$ cat config.mk
export PLATFORM = sky130hd
export DESIGN_NAME = connection_table_with_aging_top
export DESIGN_NICKNAME = d
export VERILOG_FILES = /design/src/hw/rtl/cta_pkg.sv /design/src/hw/rtl/cta_ram.sv /design/src/hw/rtl/cta_ctrl.sv /design/src/hw/rtl/cta_datapath.sv /design/src/hw/rtl/connection_table_with_aging_top.sv
export SDC_FILE = /design/constraint.sdc
export NUM_CORES = 2
export LEC_CHECK = 0
export BUFFER_PORTS_ARGS = -buffer_cell sky130_fd_sc_hd__clkbuf_2
export CAP_MARGIN = 20
export CELL_PAD_IN_SITES_DETAIL_PLACEMENT = 1
export CELL_PAD_IN_SITES_GLOBAL_PLACEMENT = 2
export CORE_MARGIN = 3
export CORE_UTILIZATION = 54
export CTS_BUF_LIST = sky130_fd_sc_hd__clkbuf_4 sky130_fd_sc_hd__clkbuf_8
export DETAILED_ROUTE_END_ITERATION = 8
export PLACE_DENSITY_LB_ADDON = 0.1
export SYNTH_ARGS = -nofsm -noshare
export SYNTH_HDL_FRONTEND = slang
export SYNTH_SLANG_ARGS = --single-unit
$ cat constraint.sdc
create_clock -name clk -period 9.95 [get_ports clk]
set_input_delay 0.4975 -clock clk [delete_from_list [all_inputs] [get_ports clk]]
set_output_delay 0.4975 -clock clk [all_outputs]
set_load 0.02 [all_outputs]
$ cat src/hw/rtl/cta_pkg.sv
// ----------------------------------------------------------------------------
// cta_pkg
// Shared types and constants for the connection table with aging.
// ----------------------------------------------------------------------------
package cta_pkg;

    localparam logic [1:0] REQ_CONNECT    = 2'd0;
    localparam logic [1:0] REQ_DISCONNECT = 2'd1;
    localparam logic [1:0] REQ_TICK       = 2'd2;

    localparam logic [31:0] TIMEOUT_RESET = 32'd1000;

    typedef enum logic [2:0] {
        S_IDLE,
        S_DECODE,
        S_RD,
        S_CMP,
        S_MOVE,
        S_DONE
    } state_t;

    // controller -> datapath
    typedef struct packed {
        logic latch;      // capture a new request
        logic conn_write; // append entry, count up
        logic rd_last;    // read address is the last live slot
        logic idx_inc;    // advance walk index
        logic drop;       // count down, no move
        logic move;       // write last entry into the hole, count down
        logic set_ok;     // mark result successful
    } cta_cmd_t;

    // datapath -> controller
    typedef struct packed {
        logic [1:0] req;
        logic       full;
        logic       idx_end;
        logic       idx_last;
        logic       hit;
    } cta_status_t;

endpackage

$ cat src/hw/rtl/cta_ram.sv
// ----------------------------------------------------------------------------
// cta_ram
// Generic single-write, single-read RAM with registered read data.
// ----------------------------------------------------------------------------
module cta_ram #(
    parameter int WIDTH = 64,
    parameter int DEPTH = 16,
    localparam int AW = (DEPTH > 1) ? $clog2(DEPTH) : 1
) (
    input  logic             clk,
    input  logic             we,
    input  logic [AW-1:0]    waddr,
    input  logic [WIDTH-1:0] wdata,
    input  logic [AW-1:0]    raddr,
    output logic [WIDTH-1:0] rdata
);

    logic [WIDTH-1:0] mem_reg [DEPTH];
    logic [WIDTH-1:0] rdata_reg;

    always_ff @(posedge clk)
    begin
        if (we)
        begin
            mem_reg[waddr] <= wdata;
        end
        rdata_reg <= mem_reg[raddr];
    end

    assign rdata = rdata_reg;

endmodule

$ cat src/hw/rtl/cta_ctrl.sv
// ----------------------------------------------------------------------------
// cta_ctrl
// Request sequencer: decode, table walk, move-last removal, result strobe.
// ----------------------------------------------------------------------------
module cta_ctrl
    import cta_pkg::*;
(
    input  logic        clk,
    input  logic        rst_n,
    input  logic        start,
    input  cta_status_t status,
    output cta_cmd_t    cmd,
    output logic        busy,
    output logic        result_valid
);

    state_t state_reg;
    state_t state_next;

    always_ff @(posedge clk or negedge rst_n)
    begin
        if (!rst_n)
        begin
            state_reg <= S_IDLE;
        end
        else
        begin
            state_reg <= state_next;
        end
    end

    always_comb
    begin
        state_next   = state_reg;
        cmd          = '0;
        busy         = 1'b1;
        result_valid = 1'b0;
        unique case (state_reg)
            S_IDLE:
            begin
                busy = 1'b0;
                if (start)
                begin
                    cmd.latch  = 1'b1;
                    state_next = S_DECODE;
                end
            end
            S_DECODE:
            begin
                if (status.req == REQ_CONNECT)
                begin
                    if (!status.full)
                    begin
                        cmd.conn_write = 1'b1;
                        cmd.set_ok     = 1'b1;
                    end
                    state_next = S_DONE;
                end
                else if (status.req == REQ_DISCONNECT)
                begin
                    state_next = S_RD;
                end
                else if (status.req == REQ_TICK)
                begin
                    cmd.set_ok = 1'b1;
                    state_next = S_RD;
                end
                else
                begin
                    state_next = S_DONE;
                end
            end
            S_RD:
            begin
                state_next = status.idx_end ? S_DONE : S_CMP;
            end
            S_CMP:
            begin
                cmd.rd_last = 1'b1;
                if (status.hit)
                begin
                    if (status.req == REQ_DISCONNECT)
                    begin
                        cmd.set_ok = 1'b1;
                    end
                    if (status.idx_last)
                    begin
                        cmd.drop   = 1'b1;
                        state_next = (status.req == REQ_DISCONNECT) ? S_DONE : S_RD;
                    end
                    else
                    begin
                        state_next = S_MOVE;
                    end
                end
                else
                begin
                    cmd.idx_inc = 1'b1;
                    state_next  = S_RD;
                end
            end
            S_MOVE:
            begin
                cmd.move   = 1'b1;
                state_next = (status.req == REQ_DISCONNECT) ? S_DONE : S_RD;
            end
            S_DONE:
            begin
                result_valid = 1'b1;
                state_next   = S_IDLE;
            end
            default:
            begin
                state_next = S_IDLE;
            end
        endcase
    end

endmodule

$ cat src/hw/rtl/cta_datapath.sv
// ----------------------------------------------------------------------------
// cta_datapath
// Table storage, count, clock, timeout register and slot compare logic.
// ----------------------------------------------------------------------------
module cta_datapath
    import cta_pkg::*;
#(
    parameter int CAPACITY = 16,
    localparam int CNT_W = $clog2(CAPACITY + 1),
    localparam int IDX_W = (CAPACITY > 1) ? $clog2(CAPACITY) : 1
) (
    input  logic        clk,
    input  logic        rst_n,
    input  logic [1:0]  req_type,
    input  logic [31:0] device_id,
    input  logic [31:0] tick_count,
    input  logic        cfg_write,
    input  logic [31:0] cfg_data,
    input  cta_cmd_t    cmd,
    output cta_status_t status,
    output logic        ok,
    output logic [4:0]  live_count
);

    logic [1:0]       req_reg;
    logic [31:0]      id_reg;
    logic [31:0]      now_reg;
    logic [31:0]      timeout_reg;
    logic [CNT_W-1:0] count_reg;
    logic [CNT_W-1:0] idx_reg;
    logic             ok_reg;

    logic [CNT_W-1:0] last_idx;
    logic             ram_we;
    logic [IDX_W-1:0] ram_waddr;
    logic [63:0]      ram_wdata;
    logic [IDX_W-1:0] ram_raddr;
    logic [63:0]      ram_rdata;
    logic [31:0]      age;
    logic [31:0]      count_ext;

    assign last_idx = count_reg - CNT_W'(1);
    assign age      = now_reg - ram_rdata[31:0];

    always_comb
    begin
        ram_we    = cmd.conn_write | cmd.move;
        ram_waddr = cmd.conn_write ? count_reg[IDX_W-1:0] : idx_reg[IDX_W-1:0];
        ram_wdata = cmd.conn_write ? {id_reg, now_reg} : ram_rdata;
        ram_raddr = cmd.rd_last ? last_idx[IDX_W-1:0] : idx_reg[IDX_W-1:0];
    end

    cta_ram #(
        .WIDTH (64),
        .DEPTH (CAPACITY)
    ) u_ram (
        .clk   (clk),
        .we    (ram_we),
        .waddr (ram_waddr),
        .wdata (ram_wdata),
        .raddr (ram_raddr),
        .rdata (ram_rdata)
    );

    always_ff @(posedge clk or negedge rst_n)
    begin
        if (!rst_n)
        begin
            count_reg   <= '0;
            now_reg     <= '0;
            timeout_reg <= TIMEOUT_RESET;
        end
        else
        begin
            if (cfg_write)
            begin
                timeout_reg <= cfg_data;
            end
            if (cmd.latch && req_type == REQ_TICK)
            begin
                now_reg <= now_reg + tick_count;
            end
            if (cmd.conn_write)
            begin
                count_reg <= count_reg + CNT_W'(1);
            end
            else if (cmd.drop || cmd.move)
            begin
                count_reg <= last_idx;
            end
        end
    end

    // request payload and walk state
    always_ff @(posedge clk)
    begin
        if (cmd.latch)
        begin
            req_reg <= req_type;
            id_reg  <= device_id;
            idx_reg <= '0;
            ok_reg  <= 1'b0;
        end
        else
        begin
            if (cmd.idx_inc)
            begin
                idx_reg <= idx_reg + CNT_W'(1);
            end
            if (cmd.set_ok)
            begin
                ok_reg <= 1'b1;
            end
        end
    end

    always_comb
    begin
        status.req      = req_reg;
        status.full     = (count_reg == CNT_W'(CAPACITY));
        status.idx_end  = (idx_reg >= count_reg);
        status.idx_last = (idx_reg == last_idx);
        status.hit      = (req_reg == REQ_DISCONNECT) ? (ram_rdata[63:32] == id_reg)
                                                      : (age >= timeout_reg);
    end

    assign count_ext  = 32'(count_reg);
    assign ok         = ok_reg;
    assign live_count = count_ext[4:0];

endmodule

$ cat src/hw/rtl/connection_table_with_aging_top.sv
// ----------------------------------------------------------------------------
// connection_table_with_aging_top
// Device connection table with append, move-last removal and timeout aging.
// ----------------------------------------------------------------------------
// Usage:
//   Request channel: a transaction is taken on a clock edge with start high
//   and busy low; req_type selects connect (0), disconnect (1) or tick (2).
//   Result channel: result_valid pulses for one cycle with ok and live_count;
//   the receiver cannot stall, so the result must be sampled on that cycle.
//   Config channel: cfg_valid/cfg_ready write timeout_ticks; cfg_ready is
//   always high. Write only while the block is idle.
// Sequence (states from accept to the result cycle):
//   connect and unused codes: decode, then result.
//   disconnect/tick: the table walk reads then compares each slot; a removal
//   adds a move (or a drop for the last slot), set by the single read port of
//   the entry RAM and its registered read.
// Busy: busy stays high through the result cycle, so the next request
//   is taken in the cycle after it at the earliest.
// Reset: entry count and current time clear, timeout returns to 1000.
//   Entry storage is not cleared; only slots below the count are read.
// ----------------------------------------------------------------------------
module connection_table_with_aging_top
    import cta_pkg::*;
#(
    parameter int CAPACITY = 16
) (
    input  logic        clk,
    input  logic        rst_n,
    // request
    input  logic        start,
    output logic        busy,
    input  logic [1:0]  req_type,
    input  logic [31:0] device_id,
    input  logic [31:0] tick_count,
    // result
    output logic        result_valid,
    output logic        ok,
    output logic [4:0]  live_count,
    // configuration
    input  logic        cfg_valid,
    output logic        cfg_ready,
    input  logic [31:0] cfg_data
);

    cta_cmd_t    cmd;
    cta_status_t status;

    // Config writes are accepted at any time; the user keeps them to idle, the block does not enforce it.
    assign cfg_ready = 1'b1;

    cta_ctrl u_ctrl (
        .clk          (clk),
        .rst_n        (rst_n),
        .start        (start),
        .status       (status),
        .cmd          (cmd),
        .busy         (busy),
        .result_valid (result_valid)
    );

    cta_datapath #(
        .CAPACITY (CAPACITY)
    ) u_datapath (
        .clk        (clk),
        .rst_n      (rst_n),
        .req_type   (req_type),
        .device_id  (device_id),
        .tick_count (tick_count),
        .cfg_write  (cfg_valid & cfg_ready),
        .cfg_data   (cfg_data),
        .cmd        (cmd),
        .status     (status),
        .ok         (ok),
        .live_count (live_count)
    );

endmodule
==> metrics.txt <==
status completed; Max H-tree Level 4; antenna violations before repair 2; setup ws final between 3 and 4 ns; synth warn 0; gr busiest metal met2; wire length per cell about 28 um; max reg flops 1024; Top-Level Pins approximately 110; Reg area 0.0350 mm^2; worst slew pin tran approximately 1.1 ns; Final Hold Viols 0; Post-DP HPWL 68700 um; Psw 5820 uW; FP Rows between 100 and 150; Comb power frac 0.357; Overflow after GRT 0; Max Slew Vio Count 0; Post-CTS Resized 0; layout cell share with drive strength beyond 1 0.255; Critical Path RT around 11 ns; Core Box Area around 0.090 mm^2; critical path class reg2reg; Clock Tree Buf Depth 3; gp weighted congestion approximately 0.84; post-synthesis sequential element count around 1.2k; VDD IR max 0.272 mV; die span in x approximately 300 um; fin crit period approximately 6.1 ns; part of the power in registers 0.401; Period Utilization, post-route 0.612; Pre-antenna DRT Iters 5; post-route setup TNS 0 ns; Worst Path Arrival roughly 6.8 ns; clock skew between 0.03 and 0.04 ns; met3 Resource Use GR 0.0430; CTS root buffer clkbuf_8; area of the multi-input gates 0.0137 mm^2; R2R cell count 24; Critical Path End Type flip-flop; Worst Hold Path EP u_datapath.now_reg[1]; dpl ws between 3 and 4 ns; pwr dens about 310 mW/mm^2; sw frac 0.337; top_reg_cell synth edfxtp_1; type of the worst min-delay path in2reg; Detailed Route Iter0 Violations roughly 2.3k; first-pass GRT wire length between 150000 and 200000 um; clk_lat worst skew about 0.87 ns; Layout area overhead 13.8%; Tot GR Track Use 0.265; met1 usage 0.363; Num CTS Buffers approximately 190; Synth cell types 73; Clock power frac 0.242; sequential area share after synthesis 0.708; die area roughly 0.095 mm^2; number of synthesized flops with an enable pin approximately 1.1k; Reg2Reg Setup Slack 3.86 ns; Die H around 310 um; Clock transition at path regs about 0.060 ns; static leakage roughly 0.02 uW; CP max FO 5; met2 usage 0.448; Final nets approximately 3.3k; internal power 11500 uW; Achievable Freq approximately 160 MHz; port buffer count 109; clock sink count 1200; Post-Syn Instances between 2k and 3k; mean cell area of the mapped netlist 17.8 um^2; Vias/cell 6.03; vias in the first global route about 29k; Net Count, Synth 2987; Hold Startpoint tick_count[1]; worst hold path stage count 4; Detailed Route WL about 120000 um; number of setup buffers added after CTS 0; fillers a little under 8k; worst r2r src u_datapath.now_reg[0]; Setup-failing EPs final 0; fin area ~0.056 mm^2; Post-DRT Antenna Nets 0; largest net degree at the start of global routing between 150 and 200; starting density of the core 0.547; CTS tree done; RSZ-0062 raised after global routing false; share of flip-flops with an asynchronous set or reset 0.0600; Slew HR 0.263; area of the mapped netlist about 0.049 mm^2; Startpoint Class flip-flop; max-cap violation count 0; Post-route DRC 0; detailed-route via count 26.7k; Placed Area 0.0517 mm^2; R2R Path End u_datapath.live_count[4]; Hold Buf Count CTS 70
[cells by family after synthesis]
group,after synthesis,synth area share
buffers and inverters,218,0.0173
AOI/OAI and AO/OA,435,0.0546
xor gates and xnor gates,100,0.0177
and+or+nand+nor,358,0.0359
DFF,1200,0.708
other,1,0.0000759
muxes,359,0.139
adders and majority gates,107,0.0274
[placed cells by master (no fill, tap or decap), types with 69 or more instances in the layout]
master | Yosys | routed
edfxtp_1 | 1058 | 1058
mux4_2 | 256 | 256
clkbuf_8 | 0 | 203
a21oi_1 | 127 | 124
o21ai_0 | 121 | 120
nand2_1 | 118 | 118
clkbuf_2 | 0 | 108
ha_1 | 105 | 105
inv_1 | 91 | 91
nor2b_1 | 76 | 76
clkbuf_4 | 0 | 76
a211oi_1 | 70 | 70
dlygate4sd3_1 | 0 | 70
dfxtp_1 | 70 | 70
buf_4 | 1 | 69
[Yosys cell counts (4+ instances only)]
cell type | number | area [um^2]
nor3b_1 | 4 | 30.0
xor2_1 | 35 | 307
dfxtp_1 | 70 | 1400
o21bai_1 | 7 | 52.6
nand2b_1 | 8 | 50.1
nand4_1 | 21 | 131
a21o_1 | 48 | 360
mux2_2 | 37 | 417
o21a_1 | 7 | 52.6
dfrtp_1 | 66 | 1650
nand3_1 | 13 | 65.1
o21ai_0 | 121 | 606
a31oi_1 | 10 | 62.6
mux4_2 | 256 | 5770
nor2b_1 | 76 | 475
edfxtp_1 | 1058 | 31800
clkbuf_1 | 81 | 304
nor3_1 | 17 | 85.1
nand2_1 | 118 | 443
o31ai_1 | 5 | 37.5
a21oi_1 | 127 | 636
or3_1 | 6 | 37.5
inv_1 | 91 | 342
xnor2_1 | 65 | 569
a211oi_1 | 70 | 526
nor2_1 | 70 | 263
ha_1 | 105 | 1310
dfstp_2 | 6 | 158
buf_2 | 26 | 130
buf_1 | 19 | 71.3
mux2i_1 | 66 | 661
[area by class of cell]
cell class,count,share of cell area
clock inverters,72,0.00804
diodes,4,0.000178
clock buffers,279,0.0599
repair buffers,253,0.0333
inverters,91,0.00608
multi-input cells,1360,0.244
flip-flops and latches,1200,0.622
well taps,1176,0.0262
[worst max path at each step]
stage               depth (start not counted)                        to                   from  slack [ns]
finish                                     24  u_datapath.live_count[4]  u_datapath.now_reg[0]        3.86
global route                               21  u_datapath.live_count[4]  u_datapath.now_reg[1]        3.45
CTS                                        24  u_datapath.live_count[4]  u_datapath.now_reg[0]        3.84
detailed placement                         24  u_datapath.live_count[4]  u_datapath.now_reg[0]        3.90
global placement                           21  u_datapath.live_count[4]  u_datapath.now_reg[1]        4.02
floorplan                                  21  u_datapath.live_count[4]  u_datapath.now_reg[7]        4.62
[worst max-delay path: stages (launching register included)]
cell,delay (ns)
dfrtp_1,0.40
inv_1,0.07
ha_1,0.16
inv_1,0.05
fa_1,0.40
a21o_1,0.18
a21oi_1,0.26
o21ai_0,0.21
nand4_1,0.21
a31oi_1,0.11
or3_4,0.38
and3_4,0.21
o21ai_4,0.18
o31ai_2,0.09
o41a_1,0.35
xor2_1,0.15
ha_1,0.29
nand4_1,0.13
a2111o_1,0.42
or4_1,0.53
o32ai_1,0.34
nor2_1,0.11
o21ai_1,0.33
or2_1,0.21
mux2i_1,0.21
[through the flow]
stage / hold WS, ns / util / power, uW / cells
floorplan: 0.202 / - / 11300 / 2778
global placement: 0.403 / 0.572 / 12900 / 4006
detailed placement: 0.413 / 0.572 / 13200 / 4009
CTS: 0.0510 / 0.622 / 17500 / 4430
global route: 0.0855 / 0.623 / 18300 / 4435
finish: 0.116 / 0.623 / 17300 / 4435
[routing by layer]
metal / vias to the layer above / routed length, um / part of all wire
li1: 11700 / - / -
met1: 14000 / 52000 / 0.42
met5: - / 0 / 0
met4: 0 / 1940 / 0.016
met3: 161 / 7080 / 0.058
met2: 858 / 61700 / 0.50
[power by group through the flow]
stage / Combinational [uW] / Clock (uW) / Sequential (uW)
2_1_floorplan: 4390 / 0 / 6940
3_3_place_gp: 5940 / 0 / 7000
3_5_place_dp: 6200 / 0 / 7040
4_1_cts: 6260 / 4270 / 6940
5_1_grt: 6800 / 4510 / 6980
6_report: 6180 / 4180 / 6940
No activity file was read; power rests on OpenSTA's default activity.
